### src/sv/cos_queue.sv
`timescale 1ns / 1ps
`default_nettype none
// ----------------------------------------------------------------------------
// cos_queue: short first-in first-out queue
// Decouples the classifying front from the arithmetic back.
// ----------------------------------------------------------------------------
module cos_queue #(
	parameter int DW    = 8,
	parameter int DEPTH = 4
) (
	input  wire logic          clk,
	input  wire logic          arst_n,
	input  wire logic          push,
	input  wire logic [DW-1:0] push_data,
	output logic               full,
	input  wire logic          pop,
	output logic               not_empty,
	output logic [DW-1:0]      pop_data
);

	localparam int PW = (DEPTH > 1) ? $clog2(DEPTH) : 1;
	localparam int CW = $clog2(DEPTH + 1);

	logic [DW-1:0] mem_q [DEPTH];
	logic [PW-1:0] wr_ptr_q;
	logic [PW-1:0] rd_ptr_q;
	logic [CW-1:0] count_q;
	logic          do_push;
	logic          do_pop;

	assign full      = (count_q == CW'(DEPTH));
	assign not_empty = (count_q != '0);
	assign do_push   = push && !full;
	assign do_pop    = pop && not_empty;
	assign pop_data  = mem_q[rd_ptr_q];

	// storage
	always_ff @(posedge clk) begin
		if (do_push) begin
			mem_q[wr_ptr_q] <= push_data;
		end
	end

	// pointers and fill count
	always_ff @(posedge clk or negedge arst_n) begin
		if (!arst_n) begin
			wr_ptr_q <= '0;
			rd_ptr_q <= '0;
			count_q  <= '0;
		end else begin
			if (do_push) begin
				wr_ptr_q <= (wr_ptr_q == PW'(DEPTH - 1)) ? '0 : wr_ptr_q + 1'b1;
			end
			if (do_pop) begin
				rd_ptr_q <= (rd_ptr_q == PW'(DEPTH - 1)) ? '0 : rd_ptr_q + 1'b1;
			end
			if (do_push && !do_pop) begin
				count_q <= count_q + 1'b1;
			end else if (do_pop && !do_push) begin
				count_q <= count_q - 1'b1;
			end
		end
	end

endmodule

`default_nettype wire

### config.mk
export PLATFORM = sky130hd
export DESIGN_NAME = cos_queue
export DESIGN_NICKNAME = d
export VERILOG_FILES = /design/src/sv/cos_queue.sv
export SDC_FILE = /design/constraint.sdc
export NUM_CORES = 1
export LEC_CHECK = 0
export BUFFER_PORTS_ARGS = -buffer_cell sky130_fd_sc_hd__buf_2
export CAP_MARGIN = 20
export CORE_MARGIN = 1
export CORE_UTILIZATION = 45
export CTS_BUF_LIST = sky130_fd_sc_hd__clkbuf_16
export DETAILED_ROUTE_END_ITERATION = 7
export PLACE_DENSITY_LB_ADDON = 0.3
export RECOVER_POWER = 50
export SLEW_MARGIN = 20
export SYNTH_ARGS = -nofsm -noshare
export SYNTH_HDL_FRONTEND = slang
export SYNTH_SLANG_ARGS = --single-unit
### constraint.sdc
create_clock -name clk -period 2.35 [get_ports clk]
set_input_delay 0.235 -clock clk [delete_from_list [all_inputs] [get_ports clk]]
set_output_delay 0.235 -clock clk [all_outputs]
set_load 0.005 [all_outputs]
==> results.json, run 1 <==
{
  "io_buffers": 21,
  "io_pins": 22,
  "synth_area_mm2": 0.001632,
  "grt_pass1_vias": 809,
  "ys_seq_area_frac": 0.6963,
  "cell_internal_pwr_mw": 1.727,
  "vias": 768,
  "ant_nets": 0,
  "cp-end-kind": "flop",
  "netlist_instances": 79,
  "via_per_inst": 5.020,
  "rsz0062_at_grt": "false",
  "postSynthAreaPerCell_um2": 20.65,
  "maxSlewViolCount": 0,
  "setup_tns_ps": 0,
  "cp_data_arrival_time_ps": 2270,
  "die_h_um": 62.22,
  "cts.sinks": 39,
  "ff2ff_path_depth": 8,
  "drcViolationCount": 0,
  "antennaDiodeCount": 0,
  "routabilityCongestion": 0.7954,
  "fp.dieW_um": 62.22,
  "area_growth_pct": 16.49,
  "fmax_mhz": 482.7,
  "ir_drop_v": 0.0005831,
  "crit_type": "reg2reg",
  "drt_iter0_drc": 5,
  "p_sw_uw": 656.5,
  "insertion_delay_ps": 280,
  "cts-buffers-inserted": 5,
  "drt-total-wl_um": 2301,
  "grt_pass1_wl_um": 3829,
  "rows": 21,
  "status": "completed",
  "yosys_warnings": 0,
  "clk_pin_slew_ps": 50,
  "seq_power_share": 0.458,
  "final_hold_viol_count": 0,
  "synth-seq-cells": 39,
  "min_to": "mem_q[2][0]$_DFFE_PP_",
  "worst_pin_slew_ps": 597.7,
  "drt_first_pass_iters": 4,
  "p_leak_nw": 0.7040,
  "post_cts_resized": 0,
  "r2r_slack_ps": 280,
  "coreArea_mm2": 0.003416,
  "whs_path_depth": 1,
  "post_synth_num_cell_types": 19,
  "dp_hpwl_um": 1578,
  "final_cell_mix": "edfxtp_1 (32), clkbuf_1 (11), buf_2 (11), mux4_2 (8), dfrtp_1 (7)",
  "postCtsSetupBuffers": 0,
  "cts_tree": "built",
  "syn-num-nets": 98,
  "final_common_cell": "edfxtp_1",
  "clock_skew_ps": 4.246,
  "cap_violations": 0,
  "period_share": 0.8815,
  "grt_max_degree": 13,
  "instances_no_fill": 153,
  "cts_buffer_depth": 2,
  "p_sw_frac": 0.2754,
  "final_nets": 125,
  "hold_start": "push_data[0]",
  "avgRoutedWirePerCell_um": 15.04,
  "max_slew_margin": 0.6015,
  "initial_utilization": 0.4777,
  "grt_overflow": 0,
  "grt.total_usage": 0.1416,
  "min_period_ps": 2072,
  "final_layout_size_suffix_gt1_frac": 0.3364,
  "h-tree-depth": 2,
  "reg2reg_to": "count_q[2]$_DFFE_PN0P_",
  "p_comb_frac": 0.285,
  "min_path_type": "in2reg",
  "power_density_mw_per_mm2": 1254,
  "antenna_found_initial": 0,
  "clkPwrFrac": 0.257,
  "root_buffer": "clkbuf_16",
  "startpoint_type": "flop",
  "dp_cells": 144,
  "setup_viol": 0,
  "required_ps": 2550,
  "r2r_start": "count_q[0]$_DFFE_PN0P_",
  "fp.dieArea_mm2": 0.003871,
  "worstPathMaxFanout": 4
}
synth_stat cells:
| cell | n | area share |
|---|---|---|
| mux2_4 | 4 | 0.037 |
| nand2_4 | 1 | 0.0069 |
| and2_2 | 4 | 0.018 |
| buf_2 | 1 | 0.0031 |
| nor2_1 | 3 | 0.0069 |
| clkbuf_1 | 1 | 0.0023 |
| nor2b_2 | 1 | 0.0054 |
| nor3b_4 | 1 | 0.012 |
| dfrtp_1 | 7 | 0.11 |
| fa_1 | 1 | 0.012 |
| mux2_2 | 1 | 0.0069 |
| or3_4 | 1 | 0.0069 |
| inv_1 | 3 | 0.0069 |
| edfxtp_1 | 32 | 0.59 |
| xor2_1 | 2 | 0.011 |
| xnor2_1 | 1 | 0.0054 |
| ha_1 | 6 | 0.046 |
| buf_6 | 1 | 0.0069 |
| mux4_2 | 8 | 0.11 |
layer usage:
layer / global-route usage / vias up / wire [µm]
met2: 0.2335 / 14 / 1195
met1: 0.1556 / 394 / 935
met4: 0.08721 / 0 / 68
met5: 0 / - / 0
li1: - / 352 / -
met3: 0.05147 / 8 / 102
final cells by class:
class                           instances  area [µm²]
Fill cell                             269        1515
Tap cell                               46       57.56
Inverter                                3       11.26
Clock inverter                          3       12.51
Sequential cell                        39        1136
Clock buffer                            5       125.1
Timing Repair Buffer                   23       106.4
Multi-Input combinational cell         34       451.7
how the worst max path moves through the flow:
stage	start	end	slack, ps	depth (start not counted)
after detailed placement	count_q[0]$_DFFE_PN0P_	count_q[2]$_DFFE_PN0P_	240	8
final	count_q[0]$_DFFE_PN0P_	count_q[2]$_DFFE_PN0P_	280	8
after CTS	count_q[0]$_DFFE_PN0P_	count_q[2]$_DFFE_PN0P_	240	8
after global placement	count_q[0]$_DFFE_PN0P_	count_q[2]$_DFFE_PN0P_	340	8
after global routing	count_q[0]$_DFFE_PN0P_	count_q[2]$_DFFE_PN0P_	200	8
after floorplan	count_q[0]$_DFFE_PN0P_	count_q[2]$_DFFE_PN0P_	360	8
metrics by stage:
stage / power [mW] / hold WS (ps) / util / setup WS (ps) / instance area [µm²]
6_report: 2.384 / 217.1 / 0.5564 / 278.5 / 1901
5_1_grt: 2.533 / 217.2 / 0.5564 / 197.7 / 1901
4_1_cts: 2.451 / 163.9 / 0.5648 / 237.8 / 1929
3_5_place_dp: 1.830 / 78.92 / 0.5216 / 237.3 / 1782
3_3_place_gp: 1.793 / 77.37 / 0.5216 / 335.3 / 1782
2_1_floorplan: 1.601 / -60.59 / - / 355.7 / 1632
registers in the layout, indices dropped and copies added (netlist names):
signal,count
rd_ptr_q,2
count_q,3
mem_q,32
wr_ptr_q,2
power by group through the flow:
stage / clock, mW / combinational [mW] / sequential, mW
after floorplan: 0 / 0.579 / 1.02
after global placement: 0 / 0.681 / 1.11
after detailed placement: 0 / 0.708 / 1.12
after CTS: 0.631 / 0.710 / 1.11
after global routing: 0.662 / 0.745 / 1.13
final: 0.613 / 0.680 / 1.09
critical path: stages (launching register included):
cell	delay [ps]
dfrtp_1	430
or3_4	420
nand2_4	100
ha_1	190
inv_1	60
fa_1	390
xor2_1	160
nor2_1	110
xor2_1	140
kinds of logic (layout without fill, tap and decap cells):
logic type,after synthesis,after routing,synth area share
multiplexers,13,13,0.1541
adder cells (fa/ha/maj),7,7,0.05828
flip-flops,39,39,0.6963
XOR/XNOR,3,3,0.01611
AND/OR/NAND/NOR,11,11,0.05598
buffers and inverters,6,34,0.01917
what timing repair did:
action | 4_1_cts | 5_1_grt
hold buffers | 1 | 0
hold endpoints to repair | 7 | 0
endpoints found under the setup margin | 0 | 0
Power figures use the tool's default switching activity.
==> run 2: changes to the inputs <==
BUFFER_PORTS_ARGS = not set   (was -buffer_cell sky130_fd_sc_hd__buf_2)
CORE_UTILIZATION = 60   (was 45)
DONT_BUFFER_PORTS = 1   (was not set)
==> run 2 against run 1 <==
Clock power is 20% higher. Hold slack worse by 170 ps. Cell count is 24% lower. Sequential share of layout area is 3.1 points higher. Global-route usage is 5.3 points higher. Sequential power hardly changed. Total power is 0.59% higher. Clock skew is 0.98 ps higher. Register-to-register slack worse by 40 ps. Highest routed layer unchanged.
==> results.json, run 2 (synthesis gave the netlist of run 1 again) <==
{
  "h-tree-depth": 2,
  "fmax_mhz": 473.9,
  "ff2ff_path_depth": 8,
  "total_power_mw": 2.398,
  "cap_violations": 0,
  "maxSlewViolCount": 0,
  "cts.sinks": 39,
  "r2r_slack_ps": 240,
  "io_buffers": 0,
  "dp_hpwl_um": 1533,
  "final_layout_size_suffix_gt1_frac": 0.2907,
  "drt_first_pass_iters": 4,
  "period_share": 0.8980,
  "power_density_mw_per_mm2": 1327,
  "cp-end-kind": "flop",
  "min_to": "mem_q[2][4]$_DFFE_PP_",
  "drt_iter0_drc": 15,
  "min_path_type": "in2reg",
  "largest_register_ff_count": 32,
  "worst_pin_slew_ps": 628.3,
  "crit_top_cell": "xor2_1",
  "routabilityCongestion": 0.5908,
  "coreArea_mm2": 0.002522,
  "reg2reg_to": "count_q[2]$_DFFE_PN0P_",
  "antennaDiodeCount": 0,
  "status": "completed",
  "drcViolationCount": 0,
  "grt.total_usage": 0.1949,
  "fp.dieArea_mm2": 0.002932,
  "hold_start": "push_data[4]",
  "min_period_ps": 2110,
  "final_cell_mix": "edfxtp_1 (32), mux4_2 (8), dfrtp_1 (7), ha_1 (6), clkbuf_16 (5)",
  "ant_nets": 0,
  "crit_buf_inv": 1,
  "r2r_start": "count_q[0]$_DFFE_PN0P_",
  "crit_type": "reg2reg",
  "rsz0062_at_grt": "false",
  "cts_tree": "built",
  "cp_data_arrival_time_ps": 2310,
  "antenna_found_initial": 0,
  "drt-total-wl_um": 2240,
  "grt_pass1_wl_um": 3519,
  "clk_pin_slew_ps": 60,
  "grt_overflow": 0,
  "ir_drop_v": 0.001206,
  "worstPathMaxFanout": 4,
  "final-seq-area_mm2": 0.001136,
  "critPathTopFamily": "simple AND/OR/NAND/NOR gates",
  "setup_tns_ps": 0,
  "grt_max_degree": 13,
  "cts-buffers-inserted": 5,
  "clock_skew_ps": 5.225,
  "cts_buffer_depth": 2,
  "insertion_delay_ps": 280,
  "multi_input_area_um2": 444.2,
  "avgRoutedWirePerCell_um": 19.31,
  "area_growth_pct": 10.74,
  "crit_chain": "or3_1 -> nand2_4 -> ha_1 -> inv_1 -> fa_1 -> xor2_1 -> nor2_1 -> xor2_1",
  "p_leak_nw": 0.6555,
  "startpoint_type": "flop",
  "max_stage_delay_ps": 460,
  "max_slew_margin": 0.5811,
  "fp.dieW_um": 54.15,
  "grt_pass1_vias": 725,
  "slowest_stage": "or3_1",
  "io_pins": 22,
  "root_buffer": "clkbuf_16",
  "whs_ps": 48.98,
  "final_hold_viol_count": 0,
  "final_nets": 104,
  "die_h_um": 54.15,
  "initial_utilization": 0.6468,
  "reg_top3": "mem_q x32, count_q x3",
  "whs_path_depth": 0,
  "vias": 688,
  "required_ps": 2550,
  "rows": 18,
  "cp.depth": 8,
  "final_common_cell": "edfxtp_1",
  "via_per_inst": 5.931,
  "setup_viol": 0,
  "fillers": 165,
  "top_register": "mem_q"
}
-- run 2: cell type report --
type | instances | area share
repair buffers | 2 | 0.007618
clock buffers | 5 | 0.06925
multi-input cells | 34 | 0.2458
inverters | 3 | 0.006233
flip-flops and latches | 39 | 0.6288
well taps | 30 | 0.02078
clock inverters | 3 | 0.02147
-- run 2: power breakdown --
group	switching (mW)	internal (mW)	leakage [nW]
sequential	0.161	0.937	0.375
combinational	0.236	0.326	0.199
clock	0.244	0.494	0.0812
-- run 2: what timing repair did --
| item | 4_1_cts | 5_1_grt |
|---|---|---|
| setup endpoints to repair | 0 | 0 |
| resized for setup | 0 | 0 |
| hold endpoints to repair | 7 | 0 |
| buffers inserted | 0 | 0 |
| hold buffers | 1 | 0 |
-- run 2: per-stage QoR --
stage,cell area [µm²],instances,util,worst slack [ps]
finish,1807,116,0.7163,239.6
global route,1807,116,0.7163,154.5
CTS,1831,116,0.7257,250.0
detailed placement,1657,107,0.6567,254.7
global placement,1657,107,0.6567,313.7
floorplan,1632,79,-,355.7
-- run 2: routing by layer --
layer  track usage  up-vias  wire [µm]
met5             0        -          0
met4       0.08974        0         39
met3       0.09322        6        160
met2        0.2785       18       1112
met1        0.2505      351        928
li1              -      313          -
-- run 2: worst max-delay path by stage --
stage                                start                endpoint  slack (ps)
floorplan           count_q[0]$_DFFE_PN0P_  count_q[2]$_DFFE_PN0P_         360
global placement    count_q[0]$_DFFE_PN0P_  count_q[2]$_DFFE_PN0P_         310
detailed placement  count_q[0]$_DFFE_PN0P_  count_q[2]$_DFFE_PN0P_         250
CTS                 count_q[0]$_DFFE_PN0P_  count_q[2]$_DFFE_PN0P_         250
global route        count_q[0]$_DFFE_PN0P_  count_q[2]$_DFFE_PN0P_         150
finish              count_q[0]$_DFFE_PN0P_  count_q[2]$_DFFE_PN0P_         240
-- run 2: worst reg2reg max path: stages, from the launching register on --
cell	delay, ps
dfrtp_1	430
or3_1	460
nand2_4	120
ha_1	180
inv_1	70
fa_1	380
xor2_1	150
nor2_1	110
xor2_1	150
==> run 3: changes to the inputs <==
SETUP_SLACK_MARGIN = 0.4   (was not set)
==> run 3 against run 2 <==
Hold slack gained 1.2 ps. Total power up 0.44%. Via count up 6.1%. Register-to-register slack better by 20 ps. Die area unchanged. Clock power down 17%. Clock skew decreased by 1.0 ps. Non-clock buffer count increased by 7. Cell count increased by 6.0%. Setup slack improved by 23 ps. Core utilization increased by 1.7 points.
==> results.json, run 3 (synthesis gave the netlist of run 1 again) <==
{
  "status": "completed",
  "final_cell_mix": "edfxtp_1 (32), mux4_2 (8), buf_4 (7)",
  "rows": 18,
  "antennaDiodeCount": 0,
  "fmax_mhz": 479.1,
  "slowest_stage": "fa_2",
  "period_share": 0.8882,
  "clk_pin_slew_ps": 50,
  "worstPathMaxFanout": 3,
  "antenna_found_initial": 0,
  "startpoint_type": "flop",
  "h-tree-depth": 2,
  "cts_buffer_depth": 2,
  "final_nets": 111,
  "total_power_mw": 2.409,
  "dp_hpwl_um": 1626,
  "drt-total-wl_um": 2530,
  "post-place-ws_ps": 277.8,
  "initial_utilization": 0.6468,
  "final_area_mm2": 0.001851,
  "max_slew_margin": 0.6129,
  "drt_iter0_drc": 23,
  "crit_chain": "buf_4 -> nor3b_1 -> nor2b_2 -> ha_4 -> inv_2 -> fa_2 -> mux2_2",
  "root_buffer": "clkbuf_16",
  "grt.total_usage": 0.2209,
  "crit_type": "reg2reg",
  "grt_max_degree": 13,
  "drt_first_pass_iters": 4,
  "grt_overflow": 0,
  "power_density_mw_per_mm2": 1302,
  "instances_no_fill": 123,
  "area_growth_pct": 13.42,
  "maxSlewViolCount": 0,
  "min_path_type": "in2reg",
  "max_stage_delay_ps": 430,
  "ir_drop_v": 0.001210,
  "cp-end-kind": "flop",
  "ant_nets": 0,
  "final_hold_viol_count": 0,
  "critPathTopFamily": "adder cells",
  "io_buffers": 0,
  "grt_pass1_vias": 798,
  "die_h_um": 54.15,
  "crit_buf_inv": 2,
  "io_pins": 22,
  "min_period_ps": 2087,
  "cts-buffers-inserted": 5,
  "cap_violations": 0,
  "dp_cells": 107,
  "top_register": "mem_q",
  "fp.dieW_um": 54.15,
  "worst_pin_slew_ps": 580.7,
  "grt_pass1_wl_um": 3905,
  "routabilityCongestion": 0.6103,
  "largest_register_ff_count": 32,
  "reg_top3": "mem_q x32, count_q x3",
  "fp.dieArea_mm2": 0.002932,
  "final_layout_size_suffix_gt1_frac": 0.3871,
  "cts.sinks": 39,
  "postPlaceCellArea_mm2": 0.001670,
  "via_per_inst": 5.935,
  "setup_viol": 0,
  "coreArea_mm2": 0.002522,
  "required_ps": 2510,
  "worst_slack_ps": 262.7,
  "cts_tree": "built",
  "final_common_cell": "edfxtp_1",
  "rsz0062_at_grt": "true",
  "p_leak_nw": 0.6774,
  "drcViolationCount": 0,
  "avgRoutedWirePerCell_um": 20.57,
  "clock_skew_ps": 4.187,
  "setup_tns_ps": 0,
  "vias": 730,
  "cp_data_arrival_time_ps": 2250,
  "insertion_delay_ps": 280
}
[run 3: cell count changes in the layout (fill, tap and decap cells not counted), sizes merged]
cell    change
inv         +1
bufinv      -1
buf         +7
[run 3: metrics by stage]
step / utilization / hold slack, ps
4_1_cts: 0.7401 / 43.15
3_3_place_gp: 0.6622 / -60.44
6_report: 0.7336 / 50.18
3_5_place_dp: 0.6622 / -60.45
5_1_grt: 0.7336 / 38.52
2_1_floorplan: - / -60.59
[run 3: final timing paths]
check                                        start                       to  slack [ps]  depth (start not counted)
max                         count_q[1]$_DFFE_PN0P_   count_q[1]$_DFFE_PN0P_         260                          7
min                                   push_data[2]    mem_q[1][2]$_DFFE_PP_          50                          0
max reg2reg                 count_q[1]$_DFFE_PN0P_   count_q[1]$_DFFE_PN0P_         260                          7
min reg2reg                wr_ptr_q[1]$_DFFE_PN0P_  wr_ptr_q[1]$_DFFE_PN0P_         590                          1
max in group asynchronous                   arst_n   count_q[0]$_DFFE_PN0P_        1790                          1
min in group asynchronous                   arst_n  rd_ptr_q[0]$_DFFE_PN0P_         290                          1
[run 3: layer usage]
layer	GRT usage	wire length, µm	vias to the layer above
li1	-	-	327
met1	0.2485	914	362
met2	0.3150	1333	35
met3	0.1384	248	6
met4	0.1325	34	0
met5	0	0	-
[run 3: layout make-up]
cell class	count	area, µm²
flip-flops and latches	39	1139
repair buffers	9	66.31
inverters	3	11.26
clock inverters	3	12.51
clock buffers	5	125.1
fillers	148	671.9
well taps	30	37.54
multi-input cells	34	459.2
[run 3: repair_timing]
item,in CTS,in global routing
gates resized for setup,2,1
hold buffers,1,0
buffers inserted,6,1
hold endpoints to repair,7,0
endpoints found under the setup margin,2,4
pin swaps,1,5
[run 3: power breakdown]
group | internal [mW] | total, mW | switching [mW]
clock | 0.382 | 0.616 | 0.233
combinational | 0.405 | 0.715 | 0.310
sequential | 0.941 | 1.08 | 0.137
total | 1.73 | 2.41 | 0.680
