[src/sv/cos_pkg.sv]
`timescale 1ns / 1ps
`default_nettype none
// ----------------------------------------------------------------------------
// cos_pkg: shared constants for the circle overlap separation block
// Widths of radii, magnitudes, squares, roots and push quotients.
// ----------------------------------------------------------------------------
package cos_pkg;

	// radius field width (unsigned Q8.8)
	localparam int RAD_W = 16;
	// axis magnitudes that can still collide are below 2^MAG_W
	localparam int MAG_W = 17;
	// squared distance and squared radius sum
	localparam int SQ_W = 2 * MAG_W;
	// integer square root width
	localparam int ROOT_W = MAG_W;
	// push per axis never exceeds half the radius sum
	localparam int Q_W = RAD_W;
	// numerator of the push division: half * magnitude
	localparam int NUM_W = Q_W + MAG_W;
	// entries of the queue between front and back
	localparam int QUEUE_DEPTH = 4;

endpackage

`default_nettype wire

[src/sv/cos_front.sv]
`timescale 1ns / 1ps
`default_nettype none
// ----------------------------------------------------------------------------
// cos_front: input classification
// Unpacks a circle pair, forms axis differences, magnitudes, direction flags,
// the radius sum and the near test, and hands the entry to the queue.
// ----------------------------------------------------------------------------
module cos_front import cos_pkg::*; #(
	parameter int POS_WIDTH = 24,
	parameter int IN_W      = 128,
	parameter int ENT_W     = 150
) (
	input  wire logic [IN_W-1:0] in_data,
	output logic [ENT_W-1:0]     entry
);

	typedef struct packed {
		logic signed [POS_WIDTH-1:0] fx;
		logic signed [POS_WIDTH-1:0] fy;
		logic signed [POS_WIDTH-1:0] sx;
		logic signed [POS_WIDTH-1:0] sy;
		logic                        gtx;
		logic                        gty;
		logic [MAG_W-1:0]            ax;
		logic [MAG_W-1:0]            ay;
		logic [MAG_W-1:0]            minsum;
		logic                        near;
	} ent_t;

	localparam int O_FX = 0;
	localparam int O_FY = POS_WIDTH;
	localparam int O_FR = 2 * POS_WIDTH;
	localparam int O_SX = 2 * POS_WIDTH + RAD_W;
	localparam int O_SY = 3 * POS_WIDTH + RAD_W;
	localparam int O_SR = 4 * POS_WIDTH + RAD_W;

	logic signed [POS_WIDTH-1:0] fx, fy, sx, sy;
	logic [RAD_W-1:0]            fr, sr;
	logic signed [POS_WIDTH:0]   dx, dy;
	logic [POS_WIDTH:0]          adx, ady;
	ent_t                        e;

	assign fx = in_data[O_FX +: POS_WIDTH];
	assign fy = in_data[O_FY +: POS_WIDTH];
	assign fr = in_data[O_FR +: RAD_W];
	assign sx = in_data[O_SX +: POS_WIDTH];
	assign sy = in_data[O_SY +: POS_WIDTH];
	assign sr = in_data[O_SR +: RAD_W];

	// exact differences and magnitudes
	assign dx  = {sx[POS_WIDTH-1], sx} - {fx[POS_WIDTH-1], fx};
	assign dy  = {sy[POS_WIDTH-1], sy} - {fy[POS_WIDTH-1], fy};
	assign adx = dx[POS_WIDTH] ? $unsigned(-dx) : $unsigned(dx);
	assign ady = dy[POS_WIDTH] ? $unsigned(-dy) : $unsigned(dy);

	// classify
	always_comb begin
		e.fx     = fx;
		e.fy     = fy;
		e.sx     = sx;
		e.sy     = sy;
		e.gtx    = (fx > sx);
		e.gty    = (fy > sy);
		e.ax     = MAG_W'(adx);
		e.ay     = MAG_W'(ady);
		e.minsum = MAG_W'(fr) + MAG_W'(sr);
		e.near   = ((adx >> MAG_W) == '0) && ((ady >> MAG_W) == '0);
	end

	assign entry = e;

endmodule

`default_nettype wire

[config.mk]
export PLATFORM = sky130hd
export DESIGN_NAME = cos_front
export DESIGN_NICKNAME = d
export VERILOG_FILES = /design/src/sv/cos_pkg.sv /design/src/sv/cos_front.sv
export SDC_FILE = /design/constraint.sdc
export NUM_CORES = 1
export LEC_CHECK = 0
export ABC_AREA = 1
export BUFFER_PORTS_ARGS = -buffer_cell sky130_fd_sc_hd__buf_2
export CORE_AREA = 5 5 148 114
export DETAILED_ROUTE_END_ITERATION = 7
export DIE_AREA = 0 0 153 119
export PLACE_DENSITY_LB_ADDON = 0.08
export SETUP_SLACK_MARGIN = 0.4
export SLEW_MARGIN = 10
export SYNTH_ARGS = -nofsm -noshare
export SYNTH_HDL_FRONTEND = slang
export SYNTH_SLANG_ARGS = --single-unit
[constraint.sdc]
create_clock -name vclk -period 5
set_input_delay 1.5 -clock vclk [all_inputs]
set_output_delay 1.5 -clock vclk [all_outputs]
set_load 0.01 [all_outputs]
==> impl_metrics.tcl, run 1 <==
set metrics [dict create \
    tightest_slew_ns 0.3589 \
    violations "negative setup slack" \
    synth_nets 1566 \
    timing.max_slew.rel_slack 0.7589 \
    achievable-frequency_mhz 178.6 \
    rows 39 \
    grt_max_degree 11 \
    number_of_filler_cells_placed_in_the_layout 1175 \
    synthesis.instances 1367 \
    detailroute.via_count 9651 \
    floorplan.die.height_um 119 \
    floorplan.die.width_um 153 \
    layout_worst_path_cycle_share 1.120 \
    synth_xor_xnor_area_share 0.06889 \
    hold_path_class "primary input to output port" \
    synth_cell_types 36 \
    floorplan.initialDensity 0.4634 \
    worst_hold_slack_ns 3.187 \
    yosysWarnings 0 \
    yosys.area_share.adder 0.1299 \
    post-route-util 0.7816 \
    critPathLaunch "in_data[88]" \
    area_growth_pct 68.66 \
    startpoint_types "primary input" \
    area_taken_by_multi_input_logic_gates_um2 6646 \
    ioPinCount 278 \
    final_layout_size_suffix_gt1_frac 0.4673 \
    run_status "finished, violations left" \
    vdd_ir_max_uv 164.7 \
    number_of_routed_nets_with_antenna_violations 0 \
    setup_violations 33 \
    synth.yosys.seq_area_share 0 \
    yosysMostFrequentCell "sky130_fd_sc_hd__nand2_1" \
    post_synth_main_area_contributors "sky130_fd_sc_hd__nand2_1 25%, sky130_fd_sc_hd__inv_1 14%, sky130_fd_sc_hd__ha_1 12%" \
    area.sequential_um2 0 \
    portBuffers 278 \
    antenna-diode-count 0 \
    design_area_um2 11820 \
    pre_cts_slack_ns -0.6195 \
    avgRoutedWirePerCell_um 12.83 \
    finalWeightedCongestion 0.9006 \
    critical_path_class "primary input to output port" \
    grt_util_all_layers 0.2499 \
    antenna_violations_before_repair 0 \
    leakagePower_nw 6.863 \
    worst_ep_required_time_ns 3.50 \
    final_critical_path_time_including_i_o_delays_and_setup_ns 5.599 \
    vias_in_the_first_global_route 8639 \
    worstHoldStart "in_data[4]" \
    crit_chain "buf_8 -> inv_8 -> ha_4 -> fa_2 -> nand2_1 -> nor2_1 -> nand3_2 -> nor2_4 -> nand3_1 -> nor2_2 -> nand2_1 -> nand2_4 -> nand3_1 -> nand2_1 -> nand4_1 -> nor2_2 -> nand2_1 -> nor2_2 -> buf_2" \
    synth.cells.most_frequent "475 x sky130_fd_sc_hd__nand2_1, 265 x sky130_fd_sc_hd__inv_1, 126 x sky130_fd_sc_hd__nand3_1, 108 x sky130_fd_sc_hd__nor2_1, 98 x sky130_fd_sc_hd__buf_4" \
    timing.setup.tns_ns -11.47 \
    dpl.hpwl_um 20410 \
    drcViolationCount 0 \
    grt_first_pass_wirelength_um 39650 \
    setup_slack_ns -0.5993 \
    max-cap-violations 0 \
    post_dp_cell_area_um2 9836 \
    slew_violations 0 \
    hold_buffers 0 \
    critPathArrivalTime_ns 4.10 \
    critical_path.slowest_cell "sky130_fd_sc_hd__fa_2" \
    wirelength_um 26000 \
    die_area_um2 18210 \
    yosys-mux-area-fraction 0 \
    hold_violations 0 \
    cpPeakStageDelay_ns 0.58 \
    number_of_clock_buffer_instances_in_the_layout 0 \
    vias_per_cell 4.764 \
    nNetsFinal 2022 \
    synth.largest_area_cell "sky130_fd_sc_hd__nand2_1" \
    firstDrtPassIters 5 \
    synth_top_family_by_area "simple AND/OR/NAND/NOR gates" \
    syn_area_um2 7010 \
    highest_net_fanout_along_the_worst_path 3 \
    layout.sequential_cells 0 \
    postSynthAreaPerCell_um2 5.128 \
    yosysTopAreaCellShare 0.2543 \
    core_region_area_um2 15130 \
    initialDrtViolationCount 583 \
    synth-compound-area-share 0.06229 \
    post_synth_and_or_nand_nor_area_fraction 0.4803 \
    setup_repair_after_global_routing_missed_its_margin "yes" \
    critical_path.most_common_cell "sky130_fd_sc_hd__nand2_1" \
    endpoint_kind "output port" \
    power.density_nw_per_um2 178.9 \
    grt_overflow 0 \
]
cells in the final DEF, fill, tap and decap left out, types with 2 or more instances in the layout:
cell,instances
sky130_fd_sc_hd__buf_2,256
sky130_fd_sc_hd__nand2_4,32
sky130_fd_sc_hd__inv_1,234
sky130_fd_sc_hd__nor3_1,6
sky130_fd_sc_hd__o21ai_2,4
sky130_fd_sc_hd__inv_2,37
sky130_fd_sc_hd__a21oi_4,8
sky130_fd_sc_hd__buf_4,232
sky130_fd_sc_hd__nand3b_1,5
sky130_fd_sc_hd__buf_12,5
sky130_fd_sc_hd__nor2_2,29
sky130_fd_sc_hd__xor2_4,4
sky130_fd_sc_hd__fa_2,3
sky130_fd_sc_hd__buf_6,56
sky130_fd_sc_hd__nor4_1,2
sky130_fd_sc_hd__ha_1,28
sky130_fd_sc_hd__a21oi_1,34
sky130_fd_sc_hd__xor2_1,23
sky130_fd_sc_hd__nor2_1,80
sky130_fd_sc_hd__nand2_1,409
sky130_fd_sc_hd__nand3_4,6
sky130_fd_sc_hd__xnor2_2,5
sky130_fd_sc_hd__nand2_2,57
sky130_fd_sc_hd__nand3_2,16
sky130_fd_sc_hd__inv_8,3
sky130_fd_sc_hd__xor2_2,11
sky130_fd_sc_hd__a31oi_2,2
sky130_fd_sc_hd__xnor2_1,7
sky130_fd_sc_hd__nand3_1,110
sky130_fd_sc_hd__a21oi_2,11
sky130_fd_sc_hd__nor3_2,3
sky130_fd_sc_hd__a21o_1,3
sky130_fd_sc_hd__buf_8,6
sky130_fd_sc_hd__inv_4,3
sky130_fd_sc_hd__nor2_4,14
sky130_fd_sc_hd__ha_4,40
sky130_fd_sc_hd__o21ai_0,7
sky130_fd_sc_hd__o21bai_1,2
sky130_fd_sc_hd__nand4_1,18
critical path, delay by kind of cell:
kind / cells / cell delay, ns
adder cells (fa/ha/maj): 2 / 0.73
buffers and inverters: 3 / 0.24
AND/OR/NAND/NOR: 14 / 1.63
per-stage QoR:
stage	cells	power [mW]
floorplan	1367	1.011
global placement	1973	1.667
detailed placement	1973	1.683
CTS	2010	1.938
global route	2026	2.306
finish	2026	2.116
routing by layer:
metal,up-vias,global-route usage,routed length (µm),part of all wire
li1,5008,-,-,-
met1,4269,0.3597,11720,0.45
met2,354,0.4243,12060,0.46
met3,20,0.02393,1969,0.076
met4,0,0.01781,254,0.0098
met5,-,0,0,0
path summary, 6_finish.rpt:
kind	to	slack, ns	depth (start not counted)
max	entry[0]	-0.60	19
min	entry[130]	3.19	2
layout make-up:
cell class / count / area share
Inverter: 277 / 0.09048
Multi-Input combinational cell: 988 / 0.5621
Tap cell: 205 / 0.02169
Timing Repair Buffer: 555 / 0.3251
Timing Repair inverter: 1 / 0.0006349
where the power goes:
group	switching (mW)	total [mW]	internal, mW
sequential	0	0	0
combinational	1.12	2.12	0.995
clock	0	0	0
total	1.12	2.12	0.995
logic make-up (layout without fill, tap and decap cells):
kind of cell | after synthesis | in the layout
AND/OR/NAND/NOR | 790 | 790
XOR/XNOR | 50 | 50
AO/OA/AOI/OAI | 77 | 77
adder cells (fa/ha/maj) | 71 | 71
buffers and inverters | 379 | 833
repair_timing:
item                       CTS  global route
pin swaps                   80            76
gates cloned                 1             0
buffers inserted            36            16
setup endpoints to repair   42            45
resized for setup          192           134
Note: power is estimated with default switching activity, not from simulation.
==> run 2: changes to the inputs <==
--- a/config.mk
+++ b/config.mk
@@ -11,6 +11,7 @@
 export DETAILED_ROUTE_END_ITERATION = 7
 export DIE_AREA = 0 0 153 119
 export PLACE_DENSITY_LB_ADDON = 0.08
+export RECOVER_POWER = 50
 export SETUP_SLACK_MARGIN = 0.4
 export SLEW_MARGIN = 10
 export SYNTH_ARGS = -nofsm -noshare
==> run 2 against run 1 <==
Effect of this change:
- the run still ends with negative setup slack left
- global-route usage is the same
- die area is the same
- first-iteration DRC count shrank 12%
- via count is essentially flat
- worst setup slack gained 0.0014 ns
- critical endpoint unchanged
==> impl_metrics.tcl, run 2 (synthesis gave the netlist of run 1 again) <==
set metrics [dict create \
    most-common-layout-cells "409 x sky130_fd_sc_hd__nand2_1, 234 x sky130_fd_sc_hd__inv_1, 232 x sky130_fd_sc_hd__buf_4, 200 x sky130_fd_sc_hd__buf_2, 110 x sky130_fd_sc_hd__nand3_1" \
    floorplan.initialDensity 0.4634 \
    startpoint_types "primary input" \
    timing.setup.tns_ns -11.35 \
    timing.max_slew.rel_slack 0.7601 \
    crit_cells 19 \
    detailroute.via_count 9654 \
    grt_overflow 0 \
    floorplan.die.width_um 153 \
    number_of_clock_buffer_instances_in_the_layout 0 \
    design_area_um2 11750 \
    rows 39 \
    dpl.hpwl_um 20410 \
    critical-path-top-delay-family "simple AND/OR/NAND/NOR gates" \
    highest_net_fanout_along_the_worst_path 3 \
    vias_per_cell 4.765 \
    area_growth_pct 67.66 \
    antenna_violations_before_repair 0 \
    achievable-frequency_mhz 178.6 \
    critical_path.slowest_cell "sky130_fd_sc_hd__fa_2" \
    hold_crit_depth 2 \
    grt_busiest_layer "met2" \
    initialDrtViolationCount 514 \
    avgRoutedWirePerCell_um 12.85 \
    ioPinCount 278 \
    global_route.usage.met3 0.02393 \
    power.density_nw_per_um2 179.5 \
    nNetsFinal 2022 \
    tightest_slew_ns 0.3571 \
    wirelength_um 26030 \
    setup_repair_after_global_routing_missed_its_margin "yes" \
    number_of_routed_nets_with_antenna_violations 0 \
    cp.buffers_inverters 3 \
    p_total_mw 2.110 \
    floorplan.die.height_um 119 \
    hold_buffers 0 \
    endpoint_kind "output port" \
    worst_ep_required_time_ns 3.50 \
    area.sequential_um2 0 \
    slew_violations 0 \
    die_area_um2 18210 \
    worst_hold_slack_ns 3.209 \
    critical_path_class "primary input to output port" \
    setup_violations 33 \
    grt_max_degree 11 \
    leakagePower_nw 6.709 \
    firstDrtPassIters 5 \
    max-cap-violations 0 \
    final_critical_path_time_including_i_o_delays_and_setup_ns 5.598 \
    layout_worst_path_cycle_share 1.120 \
    hold_violations 0 \
    hold_path_class "primary input to output port" \
    setup_slack_ns -0.5979 \
    critPathArrivalTime_ns 4.10 \
    post_dp_cell_area_um2 9836 \
    violations "negative setup slack" \
    groute.layer.met2.usage 0.4243 \
    finalWeightedCongestion 0.9006 \
    layout.sequential_cells 0 \
    portBuffers 278 \
    crit_chain "buf_8 -> inv_8 -> ha_4 -> fa_2 -> nand2_1 -> nor2_1 -> nand3_2 -> nor2_4 -> nand3_1 -> nor2_2 -> nand2_1 -> nand2_4 -> nand3_1 -> nand2_1 -> nand4_1 -> nor2_2 -> nand2_1 -> nor2_2 -> buf_2" \
    final_layout_size_suffix_gt1_frac 0.4366 \
    grt_first_pass_wirelength_um 39650 \
    critical_path.most_common_cell "sky130_fd_sc_hd__nand2_1" \
    vias_in_the_first_global_route 8639 \
    post-route-util 0.7770 \
    gr-usage-met1 0.3597 \
    cpPeakStageDelay_ns 0.58 \
    layout_commonest_cell "sky130_fd_sc_hd__nand2_1" \
    antenna-diode-count 0 \
    vdd_ir_max_uv 165.2 \
    number_of_filler_cells_placed_in_the_layout 1209 \
    run_status "finished, violations left" \
    grt_util_all_layers 0.2499 \
    core_region_area_um2 15130 \
    drcViolationCount 0 \
]
## run 2: cell types whose count changed in the layout (fill, tap and decap cells not counted), sizes merged
cell,change
buf,-56
clkbuf,+56
## run 2: report_power, final
part	internal [mW]	leakage, nW	switching [mW]	total (mW)
combinational	0.989	6.71	1.12	2.11
clock	0	0	0	0
sequential	0	0	0	0
## run 2: final timing paths
| check | from | end | slack [ns] |
|---|---|---|---|
| max | in_data[88] | entry[0] | -0.60 |
| min | in_data[4] | entry[130] | 3.21 |
## run 2: repair_timing
action,CTS,global route
gates cloned,1,0
setup endpoints to repair,42,45
pin swaps,80,76
gates resized for setup,192,134
buffers inserted,36,16
## run 2: layer usage
layer	part of all wire	wire (µm)	vias up
met2	0.46	12080	345
met3	0.070	1811	20
met4	0.0095	248	0
met5	0	0	-
met1	0.46	11880	4287
li1	-	-	5002
## run 2: cell type report
class / count / area, µm² / area share
timing repair buffer: 555 / 3774 / 0.3211
tap: 205 / 256.5 / 0.02182
multi-input combinational: 988 / 6646 / 0.5655
timing repair inverter: 1 / 7.507 / 0.0006387
inverter: 277 / 1070 / 0.09102
## run 2: stage by stage
stage | setup WS (ns) | std cells
4_1_cts | -0.5340 | 2010
3_5_place_dp | -0.6195 | 1973
5_1_grt | -0.8000 | 2026
3_3_place_gp | -0.5791 | 1973
2_1_floorplan | -0.1402 | 1367
6_report | -0.5979 | 2026
==> run 3: changes to the inputs <==
--- a/config.mk
+++ b/config.mk
@@ -10,10 +10,11 @@
 export CORE_AREA = 5 5 148 114
 export DETAILED_ROUTE_END_ITERATION = 7
 export DIE_AREA = 0 0 153 119
-export PLACE_DENSITY_LB_ADDON = 0.08
+export PLACE_DENSITY = 0.8
 export RECOVER_POWER = 50
 export SETUP_SLACK_MARGIN = 0.4
 export SLEW_MARGIN = 10
 export SYNTH_ARGS = -nofsm -noshare
 export SYNTH_HDL_FRONTEND = slang
 export SYNTH_SLANG_ARGS = --single-unit
+export TNS_END_PERCENT = 100
==> run 3 against run 2 <==
Effect of this change:
- the run still ends with negative setup slack left
- total power rose by 2.7%
- final cell count fell by 0.39%
- final area rose by 0.75%
- combinational power rose by 3%
- sequential share of layout area did not move
- via count rose by 6.7%
- first-iteration DRC count rose by 53%
- count of clock-buffer cells in the layout did not move
- largest cell class unchanged
- highest routed layer unchanged
==> impl_metrics.tcl, run 3 (synthesis gave the netlist of run 1 again) <==
set metrics [dict create \
    run_status "finished, violations left" \
    violations "negative setup slack" \
    number_of_routed_nets_with_antenna_violations 0 \
    hold_end "entry[78]" \
    floorplan.die.height_um 119 \
    finalWeightedCongestion 0.9694 \
    hold_path_class "primary input to output port" \
    psw_mw 1.184 \
    cp.buffers_inverters 5 \
    final_critical_path_time_including_i_o_delays_and_setup_ns 5.653 \
    ioPinCount 278 \
    setup_repair_after_global_routing_missed_its_margin "yes" \
    layout.sequential_cells 0 \
    die_area_um2 18210 \
    critical_path.most_common_cell "sky130_fd_sc_hd__nand2_1" \
    area_growth_pct 68.91 \
    power.density_nw_per_um2 183.0 \
    intPower_mw 0.9832 \
    worst_ep_required_time_ns 3.50 \
    area.sequential_um2 0 \
    core_region_area_um2 15130 \
    hold_buffers 0 \
    setup_violations 33 \
    drcViolationCount 0 \
    vdd_ir_max_uv 109.7 \
    crit_chain "buf_8 -> inv_8 -> ha_4 -> fa_2 -> ha_4 -> inv_2 -> a21oi_4 -> nand3_2 -> nor2_2 -> nand2_1 -> nor2_2 -> nand3_1 -> nor2_1 -> nand2_1 -> nand3_1 -> nand2_1 -> inv_1 -> nand2_1 -> nor2_1 -> nand3_1 -> nor2_2 -> buf_2" \
    hold_crit_depth 2 \
    vias_in_the_first_global_route 9634 \
    critPathArrivalTime_ns 4.15 \
    timing.setup.tns_ns -12.40 \
    startpoint_types "primary input" \
    critical_path_class "primary input to output port" \
    most-common-layout-cells "397 x sky130_fd_sc_hd__nand2_1, 233 x sky130_fd_sc_hd__inv_1, 223 x sky130_fd_sc_hd__buf_4, 203 x sky130_fd_sc_hd__buf_2, 108 x sky130_fd_sc_hd__nand3_1" \
    leakagePower_nw 6.683 \
    antenna_violations_before_repair 0 \
    grt_util_all_layers 0.2695 \
    portBuffers 278 \
    grt_overflow 0 \
    gr-usage-met1 0.3253 \
    worst_hold_slack_ns 3.212 \
    vias_per_cell 5.104 \
    power.share.switching 0.5463 \
    max-cap-violations 0 \
    comb_power_share 1.000 \
    global_route.usage.met3 0.02284 \
    rows 39 \
    highest_net_fanout_along_the_worst_path 3 \
    hold_violations 0 \
    number_of_filler_cells_placed_in_the_layout 1108 \
    nNetsFinal 2014 \
    timing.max_slew.rel_slack 0.7071 \
    setup_slack_ns -0.6529 \
    grt_max_degree 14 \
    dpl.hpwl_um 20160 \
    grt_busiest_layer "met2" \
    cpPeakStageDelay_ns 0.59 \
    tightest_slew_ns 0.4363 \
    clkPwrFrac 0 \
    final_layout_size_suffix_gt1_frac 0.4490 \
    achievable-frequency_mhz 176.9 \
    endpoint_kind "output port" \
    critical_path.slowest_cell "sky130_fd_sc_hd__fa_2" \
    layout_commonest_cell "sky130_fd_sc_hd__nand2_1" \
    avgRoutedWirePerCell_um 14.82 \
    number_of_clock_buffer_instances_in_the_layout 0 \
    p_seq_frac 0 \
    layout_worst_path_cycle_share 1.131 \
    slew_violations 0 \
    wirelength_um 29900 \
    firstDrtPassIters 6 \
    initialDrtViolationCount 788 \
    worstHoldStart "in_data[64]" \
    antenna-diode-count 0 \
    grt_first_pass_wirelength_um 43130 \
    detailroute.via_count 10300 \
    critical-path-top-delay-family "simple AND/OR/NAND/NOR gates" \
    floorplan.initialDensity 0.4634 \
    groute.layer.met2.usage 0.5229 \
    floorplan.die.width_um 153 \
]
==> run 3: changes by cell type in the layout (fill, tap and decap cells not counted), sizes merged <==
cell,change
clkinv,+1
xor2,+1
buf,-9
clkinvlp,-1
clkbuf,+1
inv,-1
==> run 3: worst max path at each step <==
stage               cells past startpoint         from  endpoint  slack [ns]
floorplan                              20  in_data[88]  entry[0]       -0.14
global placement                       19  in_data[88]  entry[0]       -0.56
detailed placement                     19  in_data[88]  entry[0]       -0.62
CTS                                    22  in_data[64]  entry[0]       -0.55
global route                           22  in_data[64]  entry[0]       -0.89
finish                                 22  in_data[64]  entry[0]       -0.65
==> run 3: power groups by stage <==
stage,logic [mW],clock network (mW),registers [mW]
4_1_cts,1.91,0,0
3_5_place_dp,1.66,0,0
5_1_grt,2.32,0,0
6_report,2.17,0,0
2_1_floorplan,1.01,0,0
3_3_place_gp,1.63,0,0
==> run 3: layer usage <==
metal,share of wire,wire length (µm),vias up
met5,0,0,-
met4,0.027,803,0
met3,0.068,2027,88
met2,0.52,15500,540
met1,0.39,11570,4674
li1,-,-,4997
==> run 3: repair_timing <==
action,in CTS,in global routing
cloned,2,0
gates resized for setup,210,162
pin swaps,102,97
endpoints found under the setup margin,43,45
buffers inserted,39,25
==> run 3: per-stage QoR <==
stage | power, mW | setup WS [ns] | utilization | area, µm² | std cells
CTS | 1.905 | -0.5451 | 0.7323 | 11080 | 1993
floorplan | 1.011 | -0.1402 | - | 7293 | 1367
finish | 2.167 | -0.6529 | 0.7828 | 11840 | 2018
global route | 2.318 | -0.8903 | 0.7828 | 11840 | 2018
detailed placement | 1.656 | -0.6241 | 0.6398 | 9678 | 1952
global placement | 1.625 | -0.5560 | 0.6398 | 9678 | 1952
==> run 3: layout make-up <==
| cell class | count | area, µm² | share of cell area |
|---|---|---|---|
| inverters | 277 | 1085 | 0.09161 |
| multi-input cells | 989 | 6825 | 0.5764 |
| well taps | 205 | 256.5 | 0.02166 |
| repair buffers | 547 | 3675 | 0.3103 |
